$ cat config.mk
export PLATFORM = sky130hd
export DESIGN_NAME = line_follow_steering_unit
export DESIGN_NICKNAME = d
export VERILOG_FILES = /design/src/lfs_pkg.sv /design/src/line_follow_steering_unit.sv /design/src/lfs_frac.sv /design/src/lfs_core.sv
export SDC_FILE = /design/constraint.sdc
export NUM_CORES = 1
export LEC_CHECK = 0
export BUFFER_PORTS_ARGS = -buffer_cell sky130_fd_sc_hd__buf_2
export CAP_MARGIN = 5
export CORE_AREA = 2 2 235 237
export DETAILED_ROUTE_END_ITERATION = 6
export DIE_AREA = 0 0 237 239
export PLACE_DENSITY_LB_ADDON = 0.2
export SYNTH_ARGS = -nofsm -noshare
export SYNTH_HDL_FRONTEND = slang
export SYNTH_SLANG_ARGS = --single-unit
$ cat constraint.sdc
create_clock -name clk -period 8.8 [get_ports clk]
set_input_delay 0.44 -clock clk [delete_from_list [all_inputs] [get_ports clk]]
set_output_delay 0.44 -clock clk [all_outputs]
set_load 0.02 [all_outputs]
$ cat src/lfs_pkg.sv
package lfs_pkg;

	// Register indexes of the configuration port
	localparam logic REG_FULL_COMPARE = 1'b0;
	localparam logic REG_MISS_LIMIT   = 1'b1;

	// Reset values of the configuration registers
	localparam logic [15:0] FULL_RESET  = 16'd18746;
	localparam logic [3:0]  LIMIT_RESET = 4'd10;

	// Side codes of the last-side memory
	localparam logic [1:0] SIDE_RIGHT = 2'd0;
	localparam logic [1:0] SIDE_LEFT  = 2'd1;
	localparam logic [1:0] SIDE_NONE  = 2'd3;

	// Sensor priority classes
	localparam logic [4:0] MASK_EDGE_RIGHT = 5'h01;
	localparam logic [4:0] MASK_CENTRE     = 5'h06;
	localparam logic [4:0] MASK_LEFT       = 5'h18;

	// Reciprocal multipliers: x/5 = (x*MUL5)>>18, x/7 = (x*MUL7)>>19 for any 16-bit x
	localparam logic [15:0] MUL5   = 16'd52429;
	localparam int          SHIFT5 = 18;
	localparam logic [16:0] MUL7   = 17'd74899;
	localparam int          SHIFT7 = 19;

	// Step fractions of the reset full value
	localparam logic [15:0] F4_RESET  = 16'(FULL_RESET / 4);
	localparam logic [15:0] F5_RESET  = 16'(FULL_RESET / 5);
	localparam logic [15:0] F7_RESET  = 16'(FULL_RESET / 7);
	localparam logic [15:0] F10_RESET = 16'(FULL_RESET / 10);

	typedef struct packed {
		logic [15:0] f4;
		logic [15:0] f5;
		logic [15:0] f7;
		logic [15:0] f10;
	} frac_t;

	typedef struct packed {
		logic [15:0] right_duty;
		logic [15:0] left_duty;
		logic [1:0]  last_side;
		logic        seek_pending;
		logic        recover_pending;
		logic [3:0]  miss_count;
	} steer_state_t;

endpackage

$ cat src/line_follow_steering_unit.sv
// Channel   | Signals                                        | Direction
// sensor    | sensor_valid, sensor_ready, sensor_bits        | request in
// result    | result_valid, result_ready, right_compare,     | request out
//           | left_compare, sensor_pattern                   |
// config    | cfg_we, cfg_index, cfg_data                    | write in
//
// A request is registered in the input stage on acceptance and its result is registered in the
// result stage as it advances; one request is taken every cycle unless the result stalls or a refresh runs.
// The steering state is updated in the same cycle the result is registered.
// After a configuration write the sensor port holds ready low while the
// step fractions are recomputed by the reciprocal multipliers.
// A stalled result holds the input stage; ready falls only when both are full, or during a refresh.
// Reset is asynchronous and restores the duties and registers to their reset values.
module line_follow_steering_unit (
	input  logic        clk,
	input  logic        arst_n,
	input  logic        sensor_valid,
	output logic        sensor_ready,
	input  logic [4:0]  sensor_bits,
	output logic        result_valid,
	input  logic        result_ready,
	output logic [15:0] right_compare,
	output logic [15:0] left_compare,
	output logic [4:0]  sensor_pattern,
	input  logic        cfg_we,
	input  logic        cfg_index,
	input  logic [15:0] cfg_data
);
	import lfs_pkg::*;

	logic [15:0]  full_compare_q;
	logic [3:0]   miss_limit_q;
	logic         refresh_q;
	frac_t        frac;
	logic [4:0]   sensor_s1;
	logic         valid_s1;
	logic         advance;
	steer_state_t state_q;
	steer_state_t state_next;
	logic         valid_s2;
	logic [15:0]  right_s2;
	logic [15:0]  left_s2;
	logic [4:0]   pattern_s2;

	// Configuration registers; any write triggers a fraction refresh
	always_ff @(posedge clk or negedge arst_n) begin
		if (!arst_n) begin
			full_compare_q <= FULL_RESET;
			miss_limit_q   <= LIMIT_RESET;
			refresh_q      <= 1'b0;
		end else begin
			refresh_q <= cfg_we;
			if (cfg_we) begin
				case (cfg_index)
					REG_FULL_COMPARE: full_compare_q <= cfg_data;
					REG_MISS_LIMIT:   miss_limit_q   <= cfg_data[3:0];
					default:          ;
				endcase
			end
		end
	end

	lfs_frac u_frac (
		.clk          (clk),
		.arst_n       (arst_n),
		.refresh      (refresh_q),
		.full_compare (full_compare_q),
		.frac         (frac)
	);

	// Handshake control of the two stages
	assign advance      = valid_s1 && (!valid_s2 || result_ready);
	assign sensor_ready = !refresh_q && (!valid_s1 || advance);

	// Input stage
	always_ff @(posedge clk or negedge arst_n) begin
		if (!arst_n) begin
			valid_s1 <= 1'b0;
		end else if (sensor_valid && sensor_ready) begin
			valid_s1 <= 1'b1;
		end else if (advance) begin
			valid_s1 <= 1'b0;
		end
	end

	always_ff @(posedge clk) begin
		if (sensor_valid && sensor_ready) begin
			sensor_s1 <= sensor_bits;
		end
	end

	lfs_core u_core (
		.sensor       (sensor_s1),
		.cur          (state_q),
		.frac         (frac),
		.full_compare (full_compare_q),
		.miss_limit   (miss_limit_q),
		.nxt          (state_next)
	);

	// Steering state, updated as each request moves into the result stage
	always_ff @(posedge clk or negedge arst_n) begin
		if (!arst_n) begin
			state_q.right_duty      <= FULL_RESET;
			state_q.left_duty       <= FULL_RESET;
			state_q.last_side       <= SIDE_NONE;
			state_q.seek_pending    <= 1'b0;
			state_q.recover_pending <= 1'b0;
			state_q.miss_count      <= 4'd0;
		end else if (advance) begin
			state_q <= state_next;
		end
	end

	// Result stage
	always_ff @(posedge clk or negedge arst_n) begin
		if (!arst_n) begin
			valid_s2 <= 1'b0;
		end else if (advance) begin
			valid_s2 <= 1'b1;
		end else if (result_ready) begin
			valid_s2 <= 1'b0;
		end
	end

	always_ff @(posedge clk) begin
		if (advance) begin
			right_s2   <= state_next.right_duty;
			left_s2    <= state_next.left_duty;
			pattern_s2 <= sensor_s1;
		end
	end

	assign result_valid   = valid_s2;
	assign right_compare  = right_s2;
	assign left_compare   = left_s2;
	assign sensor_pattern = pattern_s2;

endmodule

$ cat src/lfs_frac.sv
module lfs_frac (
	input  logic             clk,
	input  logic             arst_n,
	input  logic             refresh,
	input  logic [15:0]      full_compare,
	output lfs_pkg::frac_t   frac
);
	import lfs_pkg::*;

	logic [31:0] prod5;
	logic [32:0] prod7;
	frac_t       frac_q;

	// Divide the full value by five and seven through reciprocal products
	assign prod5 = 32'(full_compare) * 32'(MUL5);
	assign prod7 = 33'(full_compare) * 33'(MUL7);

	// Fractions are recomputed the cycle after a configuration write
	always_ff @(posedge clk or negedge arst_n) begin
		if (!arst_n) begin
			frac_q.f4  <= F4_RESET;
			frac_q.f5  <= F5_RESET;
			frac_q.f7  <= F7_RESET;
			frac_q.f10 <= F10_RESET;
		end else if (refresh) begin
			frac_q.f4  <= {2'b00, full_compare[15:2]};
			frac_q.f5  <= 16'(prod5 >> SHIFT5);
			frac_q.f7  <= 16'(prod7 >> SHIFT7);
			frac_q.f10 <= 16'(prod5 >> (SHIFT5 + 1));
		end
	end

	assign frac = frac_q;

endmodule

$ cat src/lfs_core.sv
module lfs_core (
	input  logic [4:0]            sensor,
	input  lfs_pkg::steer_state_t cur,
	input  lfs_pkg::frac_t        frac,
	input  logic [15:0]           full_compare,
	input  logic [3:0]            miss_limit,
	output lfs_pkg::steer_state_t nxt
);
	import lfs_pkg::*;

	logic [15:0] right_base;
	logic [15:0] left_base;
	logic [3:0]  miss_inc;

	// Decode the sample by priority and work out the next steering state
	always_comb begin
		nxt        = cur;
		right_base = cur.right_duty;
		left_base  = cur.left_duty;
		miss_inc   = cur.miss_count + 4'd1;

		if ((sensor & MASK_EDGE_RIGHT) != 5'd0) begin
			nxt.last_side = SIDE_RIGHT;
			if (cur.seek_pending) begin
				// Line found again after seeking: hard correction, arm recovery
				nxt.right_duty      = full_compare;
				nxt.left_duty       = cur.left_duty - frac.f4;
				nxt.seek_pending    = 1'b0;
				nxt.recover_pending = 1'b1;
			end else begin
				nxt.right_duty = cur.right_duty - frac.f7;
				nxt.left_duty  = cur.left_duty + frac.f7;
				nxt.miss_count = 4'd0;
			end
		end else if ((sensor & MASK_CENTRE) != 5'd0) begin
			if (cur.recover_pending) begin
				right_base = full_compare;
				left_base  = cur.left_duty - frac.f4;
			end
			nxt.recover_pending = 1'b0;
			nxt.last_side       = SIDE_RIGHT;
			nxt.miss_count      = 4'd0;
			nxt.right_duty      = right_base - frac.f10;
			nxt.left_duty       = left_base + frac.f10;
		end else if ((sensor & MASK_LEFT) != 5'd0) begin
			if (cur.recover_pending) begin
				right_base = cur.right_duty - frac.f4;
				left_base  = full_compare;
			end
			nxt.recover_pending = 1'b0;
			nxt.last_side       = SIDE_LEFT;
			nxt.miss_count      = 4'd0;
			nxt.right_duty      = right_base + frac.f10;
			nxt.left_duty       = left_base - frac.f10;
		end else begin
			// Line lost: count misses and keep turning towards the last side
			if (miss_inc == miss_limit) begin
				nxt.seek_pending = 1'b1;
				nxt.miss_count   = 4'd0;
			end else begin
				nxt.miss_count = miss_inc;
			end
			if (cur.last_side == SIDE_LEFT) begin
				nxt.right_duty = cur.right_duty + frac.f5;
				nxt.left_duty  = cur.left_duty - frac.f5;
			end else if (cur.last_side == SIDE_RIGHT) begin
				nxt.right_duty = cur.right_duty - frac.f5;
				nxt.left_duty  = cur.left_duty + frac.f5;
			end
		end
	end

endmodule

# Yosys cells after proc, flatten, opt, wreduce, memory -nomap -nowiden

Cells that the tools add are included.

Div/mod/pow operators: 0
Shift-type cells: 0
Reduce and logical (&&, ||, !) cells: 21
$add $sub $neg: 13
Multiply operators: 2
Multiplexer cells: 34
$lt $le $gt $ge: 0
Bitwise logic cells: 1
Equality and inequality tests: 6

Operator list:

| kind                                                                  | count |
|---|---|
| 16-bit 2-to-1 mux                                                     | 14 |
| 32-bit 2-to-1 mux                                                     | 4 |
| 16-bit by 14-bit subtractor with 16-bit output                        | 5 |
| 16-bit by 14-bit adder with 16-bit output                             | 3 |
| 40-bit 2-to-1 mux                                                     | 1 |
| 34-bit 2-to-1 mux                                                     | 1 |
| 16-bit by 17-bit multiplier with 33-bit output, second input constant | 1 |
| 16-bit by 13-bit adder with 16-bit output                             | 2 |
| 16-bit by 16-bit multiplier with 32-bit output, second input constant | 1 |
| 16-bit by 13-bit subtractor with 16-bit output                        | 2 |
| 4-bit 2-to-1 mux                                                      | 3 |
| 5-bit nonzero test                                                    | 2 |
| 1-bit 2-to-1 mux                                                      | 9 |
| 2-bit AND reduction                                                   | 4 |
| 2-bit inequality test, second input constant                          | 3 |
| 2-bit nonzero test                                                    | 3 |
| 5-bit 2-to-1 mux                                                      | 1 |
| 4-bit by 1-bit adder with 4-bit output, second input constant         | 1 |
| 4-bit equality test                                                   | 1 |
| 4-bit AND reduction                                                   | 1 |
| 1-bit logical AND                                                     | 3 |
| 1-bit logical NOT                                                     | 3 |
| 3-bit AND reduction                                                   | 1 |
| 3-bit nonzero test                                                    | 1 |
| other kinds (6)                                                       | 7 |

Bits in latches: 0
Word-level logic and storage cells: 96
Register bits: 160
Output and inout bits: 39
ROM bits: 0
RAM bits: 0
Memories: 0

# Depth between registers and ports, before layout

Gate-level depths: netlist of run 1.

Word-level depth: 9
Gate-level depth with buffers: 22
Depth with buffers taken out: 22

# Modules after synthesis

Synthesis of run 1 repeated with hierarchy kept, for this count alone.

Cell total of the unflattened synthesis: 2706
Area total of the unflattened synthesis: 23806.6 um^2

By module, submodules not included:

| module                    | cells each | times used | area each (um^2) | sequential area each (um^2) |
|---|---|---|---|---|
| lfs_core                  | 1550       | 1          | 10251.1          | 0.0 |
| lfs_frac                  | 973        | 1          | 9674.3           | 1076.0 |
| line_follow_steering_unit | 183        | 1          | 3881.2           | 2869.0 |

# Worst setup path before layout of run 1

No wires, ideal clock.

Kind: register to register
Start point: reg full_compare_q[11]
End point: reg u_frac.frac_q (netlist bit u_frac.frac[12])
Arrival time: 5.364 ns
Buffers on the path: 0
Data required time: 8.658 ns
Library setup time: 0.142 ns
Clock period less this slack: 5.506 ns
Stages on the path, launching flop included: 18
Path slack: 3.294 ns
Cell sequence: dfstp_2 -> ha_1 -> ha_1 -> fa_1 -> fa_1 -> fa_1 -> fa_1 -> ha_1 -> a211oi_1 -> o21ai_1 -> a2111o_1 -> a31oi_1 -> o211ai_1 -> a311oi_1 -> o21ai_1 -> a21oi_1 -> xnor2_1 -> mux2i_1

Longest elaborated chain between the ends: 1

RTL lines:

| what                                           | RTL line                        | text |
|---|---|---|
| start, declared                                | line_follow_steering_unit.sv:31 | `logic [15:0] full_compare_q;` |
| start signal, assigned                         | line_follow_steering_unit.sv:55 | `REG_FULL_COMPARE: full_compare_q <= cfg_data;` |
| 16-bit by 16-bit multiplier with 32-bit output | lfs_frac.sv:15                  | `assign prod5 = 32'(full_compare) * 32'(MUL5);` |
| end, declared                                  | lfs_frac.sv:12                  | `frac_t frac_q;` |

Every way passes these cells.
A chain may end at the register's enable or synchronous reset.

# Worst setup path in the final report of run 1

Start point: reg full_compare_q[10]
End point: reg u_frac.frac_q (netlist bit u_frac.frac[12])

The elaborated chain is that of the path after synthesis.

==> results of run 1 <==
-- stage by stage --
stage                     cell area [sq um]  utilization [%]  setup WS (ns)
after global routing                  23700             43.6           2.04
after detailed placement              23100             42.5           2.37
after global placement                23100             42.5           2.54
after floorplan                       22000                -           3.29
after CTS                             23700             43.6           2.33
final                                 23700             43.6           2.44
-- layer usage --
metal,wire length (um),vias to the layer above,part of all wire (%)
met5,0,-,0
met4,2070,0,2.8
met3,2800,101,3.8
met2,35900,499,48
met1,33600,9240,45
li1,-,8932,-
-- path summary, 6_finish.rpt --
check / slack, ns / end / startpoint
hold / removal: 0.06 / refresh_q$_DFF_PN0_ / cfg_we
setup reg to reg: 2.44 / u_frac.frac[12]$_DFFE_PN0P_ / full_compare_q[10]$_DFFE_PN0P_
min in group asynchronous: 0.40 / state_q[18]$_DFFE_PN0P_ / arst_n
setup / recovery: 2.44 / u_frac.frac[12]$_DFFE_PN0P_ / full_compare_q[10]$_DFFE_PN0P_
hold reg to reg: 0.50 / sensor_pattern[3]$_DFFE_PP_ / sensor_s1[3]$_DFFE_PP_
max in group asynchronous: 6.74 / refresh_q$_DFF_PN0_ / arst_n
-- layout by cell type, fill, tap and decap left out, types with 37 or more instances in the layout --
cell type	n
a21o_1	37
a21oi_1	148
buf_2	64
dfrtp_1	58
dfstp_2	45
edfxtp_1	42
fa_1	136
ha_1	400
inv_1	315
nand2_1	210
nor2_1	121
nor3_1	47
o21ai_0	171
o21ai_1	46
xnor2_1	94
xor2_1	55
-- final cells by class --
cell class,instances,area [sq um],share of cell area (%)
multi-input combinational,1987,16600,70.3
tap,704,881,3.72
sequential,147,3950,16.7
clock inverter,15,125,0.528
clock buffer,17,425,1.80
inverter,318,1190,5.05
antenna,1,2.50,0.0106
timing repair buffer,82,458,1.93
-- worst max-delay path: cells and delay by family (launching register included) --
kind | cells | cell delay (ns)
flip-flops | 1 | 0.78
adder cells (fa/ha/maj) | 7 | 2.96
AO/OA/AOI/OAI | 8 | 2.20
XOR/XNOR | 1 | 0.14
multiplexers | 1 | 0.09
-- cells by family after synthesis --
family                   after synthesis  share of synthesized area (%)
AO/OA/AOI/OAI                        674                           19.4
XOR/XNOR                             149                           5.92
adder cells (fa/ha/maj)              536                           35.1
buffers and inverters                388                           6.64
flip-flops                           147                           17.9
multiplexers                          63                           3.06
AND/OR/NAND/NOR                      565                           12.0
-- sequential cells by signal (all words and copies together), names as in the netlist --
signal	cells
miss_limit_q	4
result_valid	1
valid_s1	1
state_q	40
left_compare	16
sensor_s1	5
sensor_pattern	5
refresh_q	1
full_compare_q	16
u_frac.frac	42
right_compare	16
==> results.json, run 1 <==
{
  "status": "finished, final reports clean",
  "tritoncts": "done",
  "drt_iter0_markers": 1257,
  "start_kind": "flip-flop",
  "fin_cells": 3271,
  "critPathMaxStageDelay_ns": 0.78,
  "skew_ns": 0.0134,
  "dp_hpwl_mm": 60.6,
  "setup_tns_ns": 0,
  "clock_latency_ns": 0.51,
  "top_usage_layer": "met2",
  "cp_cell_sequence": "ha_1, ha_1, fa_1, fa_1, fa_1, fa_1, ha_1, a211oi_1, o21ai_1, a2111o_1, a31oi_1, o211ai_1, a311oi_1, o21ai_1, a21oi_1, xnor2_1, mux2i_1",
  "ys_ff_latch": 147,
  "rr_worst_depth": 17,
  "synthArstFlopShare_pct": 71.4,
  "cp.required_ns": 9.16,
  "vias": 18772,
  "fmax_mhz": 157,
  "hold_depth": 1,
  "coreArea_sq_mm": 0.0543,
  "synth_edf_count": 42,
  "drv_cap": 0,
  "num_rows": 86,
  "synthFlopType": "dfrtp_1",
  "dieArea_sq_mm": 0.0566,
  "detail_route.first_pass.iterations": 5,
  "period_needed_ns": 6.36,
  "grt_util_met1_pct": 34.9,
  "synthTopCellsByCount": "ha_1, inv_1, nand2_1, o21ai_0, a21oi_1",
  "cts-root-buf": "clkbuf_16",
  "grt_pass1_vias": 19021,
  "syn_inst": 2522,
  "crit_path_frequent_cell": "fa_1",
  "fp.dieH_um": 239,
  "io_pins": 66,
  "area_growth_syn_to_layout_pct": 7.40,
  "path_class": "reg2reg",
  "placed_cells": 3237,
  "fillCellCount": 5326,
  "die_x_um": 237,
  "ant_nets": 0,
  "synth_area_per_cell_sq_um": 8.74,
  "synthesis.area_sq_mm": 0.0220,
  "port_buffers": 65,
  "grt_pass1_wl_mm": 113,
  "gp_congestion": 0.969,
  "postCtsSetupRepairBufs": 0,
  "grt_overflow_total": 0,
  "clockBufferDepth": 2,
  "cts_buffers": 17,
  "grt_usage_pct": 26.7,
  "rsz0062_at_grt": "false",
  "drt_wl_total_mm": 74.3,
  "synth.yosys.seq_area_share_pct": 17.9,
  "antenna_found_initial": 0,
  "post_drt_wl_per_cell_um": 22.7,
  "drc_errors": 0,
  "synth_top_area_share_pct": 22.7,
  "synthesis.nets": 3085,
  "initial_core_util_pct": 40.6,
  "grtUsageMet3_pct": 2.75,
  "slowest_stage": "dfrtp_1",
  "synthTopCellsByArea": "ha_1, fa_1, dfrtp_1",
  "clkSinkCount": 147,
  "cp-end-kind": "flip-flop",
  "final_nets": 3116,
  "post-route-period-util_pct": 72.2,
  "clk_pin_slew_ns": 0.08,
  "grt_max_degree": 79,
  "finalHoldViolCount": 0,
  "synth_warnings": 0,
  "grtUsageMet2_pct": 46.3,
  "ctsHoldBuffers": 1,
  "worstMarginPinSlew_ns": 1.02,
  "yosysUniqueCellTypes": 82,
  "maxSlewHeadroom_pct": 30.1,
  "worst_hold_slack_ns": 0.0574,
  "yosysMostFrequentCell": "ha_1",
  "cts_resized": 0,
  "worstPathArrival_ns": 6.71,
  "setup_violations": 0,
  "hp-class": "in2reg",
  "yosys.area.top_type": "ha_1",
  "cts_max_level": 4,
  "drive_above_1_share_pct": 8.61,
  "slew_viol_final": 0,
  "vias_per_cell": 5.74,
  "cp_max_fo": 11
}
Power of run 1 is not shown: default switching activity piles up to over one toggle a cycle in this logic, so the estimate is an artifact.
==> run 2, diff against run 1 <==
- clock period: 8.8 -> 6.5 ns (I/O delays scaled with it)
==> results.json, run 2 (same netlist as run 1, synthesis figures left out) <==
{
  "cts_resized": 0,
  "drt_wl_total_mm": 71.6,
  "num_rows": 86,
  "final_nets": 3136,
  "worstMarginPinSlew_ns": 1.10,
  "clockBufferDepth": 2,
  "cp_max_fo": 11,
  "grt_usage_pct": 25.8,
  "final_common_cell": "ha_1",
  "post_drt_wl_per_cell_um": 21.8,
  "grt_overflow_total": 0,
  "clock_latency_ns": 0.49,
  "cts_max_level": 4,
  "rsz0062_at_grt": "false",
  "worst_hold_slack_ns": 0.0627,
  "gp_congestion": 0.967,
  "finalHoldViolCount": 0,
  "tritoncts": "done",
  "worstPathArrival_ns": 6.46,
  "drv_cap": 0,
  "fp.dieH_um": 239,
  "vias_per_cell": 5.72,
  "grt_max_degree": 74,
  "finish.instance_area_sq_mm": 0.0238,
  "min_from": "cfg_data[7]",
  "grt_pass1_wl_mm": 111,
  "ant_nets": 0,
  "path_class": "reg2reg",
  "largest_reg_flops": 42,
  "setup_violations": 0,
  "maxSlewHeadroom_pct": 25.0,
  "dp_hpwl_mm": 58.6,
  "slew_viol_final": 0,
  "coreArea_sq_mm": 0.0543,
  "fillCellCount": 5348,
  "fmax_mhz": 163,
  "cts_buffers": 17,
  "cp.required_ns": 6.83,
  "skew_ns": 0.0168,
  "grt_pass1_vias": 19181,
  "cts-root-buf": "clkbuf_16",
  "ctsHoldBuffers": 7,
  "setup_tns_ns": 0,
  "io_pins": 66,
  "final_cell_mix": "ha_1, inv_1, nand2_1",
  "dpl_cell_area_sq_mm": 0.0232,
  "vias": 18803,
  "clkSinkCount": 147,
  "status": "finished, final reports clean",
  "initial_core_util_pct": 40.6,
  "start_kind": "flip-flop",
  "pre_cts_slack_ns": 0.355,
  "drive_above_1_share_pct": 9.05,
  "detail_route.first_pass.iterations": 6,
  "clk_pin_slew_ns": 0.07,
  "hp-class": "in2reg",
  "period_needed_ns": 6.13,
  "area_growth_syn_to_layout_pct": 8.12,
  "cp-end-kind": "flip-flop",
  "finalWorstSetupSlack_ns": 0.370,
  "crit_start": "full_compare_q[8]$_DFFE_PN1P_",
  "drt_iter0_markers": 1589,
  "timing.rr.start": "full_compare_q[8]$_DFFE_PN1P_",
  "drc_errors": 0,
  "antenna_found_initial": 0,
  "dieArea_sq_mm": 0.0566,
  "port_buffers": 65,
  "post-route-period-util_pct": 94.3,
  "die_x_um": 237,
  "diodes": 0,
  "postCtsSetupRepairBufs": 0
}
## run 2: metal layers
| metal | part of all wire [%] | wire, um | vias to the layer above | GRT usage [%] |
|---|---|---|---|---|
| met3 | 4.2 | 2980 | 71 | 2.46 |
| met1 | 46 | 32700 | 9229 | 34.0 |
| met5 | 0 | 0 | - | 0 |
| li1 | - | - | 9003 | - |
| met2 | 48 | 34600 | 500 | 45.2 |
| met4 | 1.9 | 1390 | 0 | 6.73 |
## run 2: worst max-delay path, stage by stage, from the launching register on
cell	delay [ns]
dfstp_2	0.72
inv_1	0.15
ha_1	0.31
inv_1	0.20
ha_1	0.29
ha_1	0.27
inv_1	0.05
fa_1	0.55
fa_1	0.43
fa_1	0.49
inv_1	0.04
ha_1	0.17
a211oi_1	0.21
o21ai_1	0.12
a2111o_1	0.37
a31oi_1	0.30
o211ai_1	0.21
a311oi_1	0.50
o21ai_1	0.19
a21oi_1	0.20
xnor2_1	0.13
mux2i_1	0.08
## run 2: stage by stage
step / instances / utilization (%)
2_1_floorplan: 2522 / -
3_3_place_gp: 3251 / 42.7
5_1_grt: 3290 / 43.9
4_1_cts: 3290 / 43.9
6_report: 3290 / 43.9
3_5_place_dp: 3251 / 42.7
## run 2: final cells by class
cell class	count	area, sq um	area share, %
Inverter	318	1190	5.01
Tap cell	704	881	3.70
Clock inverter	13	115	0.483
Multi-Input combinational cell	1987	16600	69.8
Clock buffer	19	433	1.82
Timing Repair Buffer	102	623	2.61
Sequential cell	147	3950	16.6
## run 2: final timing paths
check                      slack, ns                             to  depth (start not counted)
hold / removal                  0.06  full_compare_q[7]$_DFFE_PN0P_                          3
min in group asynchronous       0.52        state_q[21]$_DFFE_PN0P_                          2
hold reg to reg                 0.49    sensor_pattern[1]$_DFFE_PP_                          0
setup reg to reg                0.37    u_frac.frac[12]$_DFFE_PN0P_                         21
max in group asynchronous       4.66            refresh_q$_DFF_PN0_                          3
setup / recovery                0.37    u_frac.frac[12]$_DFFE_PN0P_                         21
Power of run 2 is left out for the same reason.
==> run 3, diff against run 2 <==
==> constraint.sdc (replaced) <==
create_clock -name clk -period 6.5 [get_ports clk]
set_input_delay 1.3 -clock clk [delete_from_list [all_inputs] [get_ports clk]]
set_output_delay 1.3 -clock clk [all_outputs]
set_load 0.02 [all_outputs]
==> results.json, run 3 (same netlist as run 1, synthesis figures left out) <==
{
  "cp.required_ns": 6.84,
  "detail_route.first_pass.iterations": 5,
  "clockBufferDepth": 2,
  "start_kind": "flip-flop",
  "maxSlewHeadroom_pct": 18.8,
  "setup_tns_ns": 0,
  "drc_errors": 0,
  "fin_cells": 3286,
  "dieArea_sq_mm": 0.0566,
  "final_cell_mix": "ha_1, inv_1, nand2_1",
  "fmax_mhz": 168,
  "period_needed_ns": 5.97,
  "initial_core_util_pct": 40.6,
  "die_x_um": 237,
  "finish.instance_area_sq_mm": 0.0238,
  "final_common_cell": "ha_1",
  "cp-end-kind": "flip-flop",
  "cp_max_fo": 13,
  "skew_ns": 0.0180,
  "finish.utilization_pct": 43.8,
  "worstMarginPinSlew_ns": 1.19,
  "tritoncts": "done",
  "ctsHoldBuffers": 0,
  "clk_pin_slew_ns": 0.07,
  "area_growth_syn_to_layout_pct": 8.06,
  "io_pins": 66,
  "ant_nets": 0,
  "critPathMaxStageDelay_ns": 0.73,
  "final_nets": 3131,
  "fillCellCount": 5300,
  "clock_latency_ns": 0.50,
  "dpl_cell_area_sq_mm": 0.0232,
  "grt_usage_pct": 25.9,
  "post-route-period-util_pct": 91.8,
  "grt_pass1_vias": 19026,
  "drt_iter0_markers": 1454,
  "cts-root-buf": "clkbuf_16",
  "antenna_found_initial": 0,
  "hp-class": "reg2reg",
  "grt_pass1_wl_mm": 111,
  "vias_per_cell": 5.73,
  "drive_above_1_share_pct": 9.18,
  "path_class": "reg2reg",
  "slowest_stage": "dfstp_2",
  "cts_buffers": 17,
  "port_buffers": 65,
  "gp_congestion": 0.972,
  "vias": 18813,
  "postCtsSetupRepairBufs": 0,
  "drv_cap": 0,
  "critPathBufInv": 3,
  "post_drt_wl_per_cell_um": 22.0,
  "coreArea_sq_mm": 0.0543,
  "status": "finished, final reports clean",
  "fp.dieH_um": 239,
  "placed_cells": 3253,
  "setup_violations": 0,
  "crit_family": "adder cells",
  "grt_max_degree": 67,
  "largest_reg_flops": 42,
  "num_rows": 86,
  "dp_hpwl_mm": 58.8,
  "slew_viol_final": 0,
  "crit_path_frequent_cell": "fa_1",
  "finalHoldViolCount": 0,
  "cts_resized": 0,
  "clkSinkCount": 147,
  "cp_cell_sequence": "inv_1, ha_1, ha_1, or2_2, fa_1, inv_1, fa_1, inv_1, fa_1, fa_1, ha_1, nand2_1, nor4_1, nor2_1, o221ai_1, nand2_1, o2111ai_1, xnor2_1, mux2i_1",
  "cts_max_level": 4,
  "drt_wl_total_mm": 72.2,
  "grt_overflow_total": 0,
  "worstPathArrival_ns": 6.30,
  "rsz0062_at_grt": "false"
}
==> run 3: cell type report <==
cell class              count  area, sq um  area share [%]
diodes                      1         2.50          0.0105
clock buffers              17          425            1.79
clock inverters            15          155           0.651
inverters                 318         1190            5.02
multi-input cells        1987        16600            69.9
flip-flops and latches    147         3950            16.6
well taps                 704          881            3.70
repair buffers             97          568            2.38
==> run 3: worst register-to-register path: cells and delay by family (launching register included) <==
kind                     cells  cell delay (ns)
adder cells (fa/ha/maj)      7             2.68
XOR/XNOR                     1             0.15
flip-flops                   1             0.73
buffers and inverters        3             0.26
AO/OA/AOI/OAI                2             0.54
AND/OR/NAND/NOR              5             1.35
multiplexers                 1             0.09
==> run 3: routing by layer <==
layer	wire length, um	vias up	track usage [%]	share of wire (%)
met1	32500	9236	34.0	45
met3	3340	84	3.20	4.6
met4	1720	0	7.73	2.4
li1	-	8960	-	-
met2	34600	533	44.7	48
met5	0	-	0	0
==> run 3: path summary, 6_finish.rpt <==
kind	depth (start not counted)	slack, ns	end	start
worst max-delay path	19	0.53	u_frac.frac[29]$_DFFE_PN0P_	full_compare_q[14]$_DFFE_PN1P_
worst min-delay path	0	0.51	sensor_pattern[3]$_DFFE_PP_	sensor_s1[3]$_DFFE_PP_
worst max register to register	19	0.53	u_frac.frac[29]$_DFFE_PN0P_	full_compare_q[14]$_DFFE_PN1P_
worst min register to register	0	0.51	sensor_pattern[3]$_DFFE_PP_	sensor_s1[3]$_DFFE_PP_
max in group asynchronous	2	4.46	refresh_q$_DFF_PN0_	arst_n
min in group asynchronous	1	0.81	state_q[21]$_DFFE_PN0P_	arst_n
==> run 3: per-stage QoR <==
step	worst slack, ns	hold slack (ns)
finish	0.534	0.505
global route	0.154	0.510
CTS	0.300	0.499
detailed placement	0.320	0.484
global placement	0.354	0.476
floorplan	0.994	0.441
Power of run 3 is left out for the same reason.
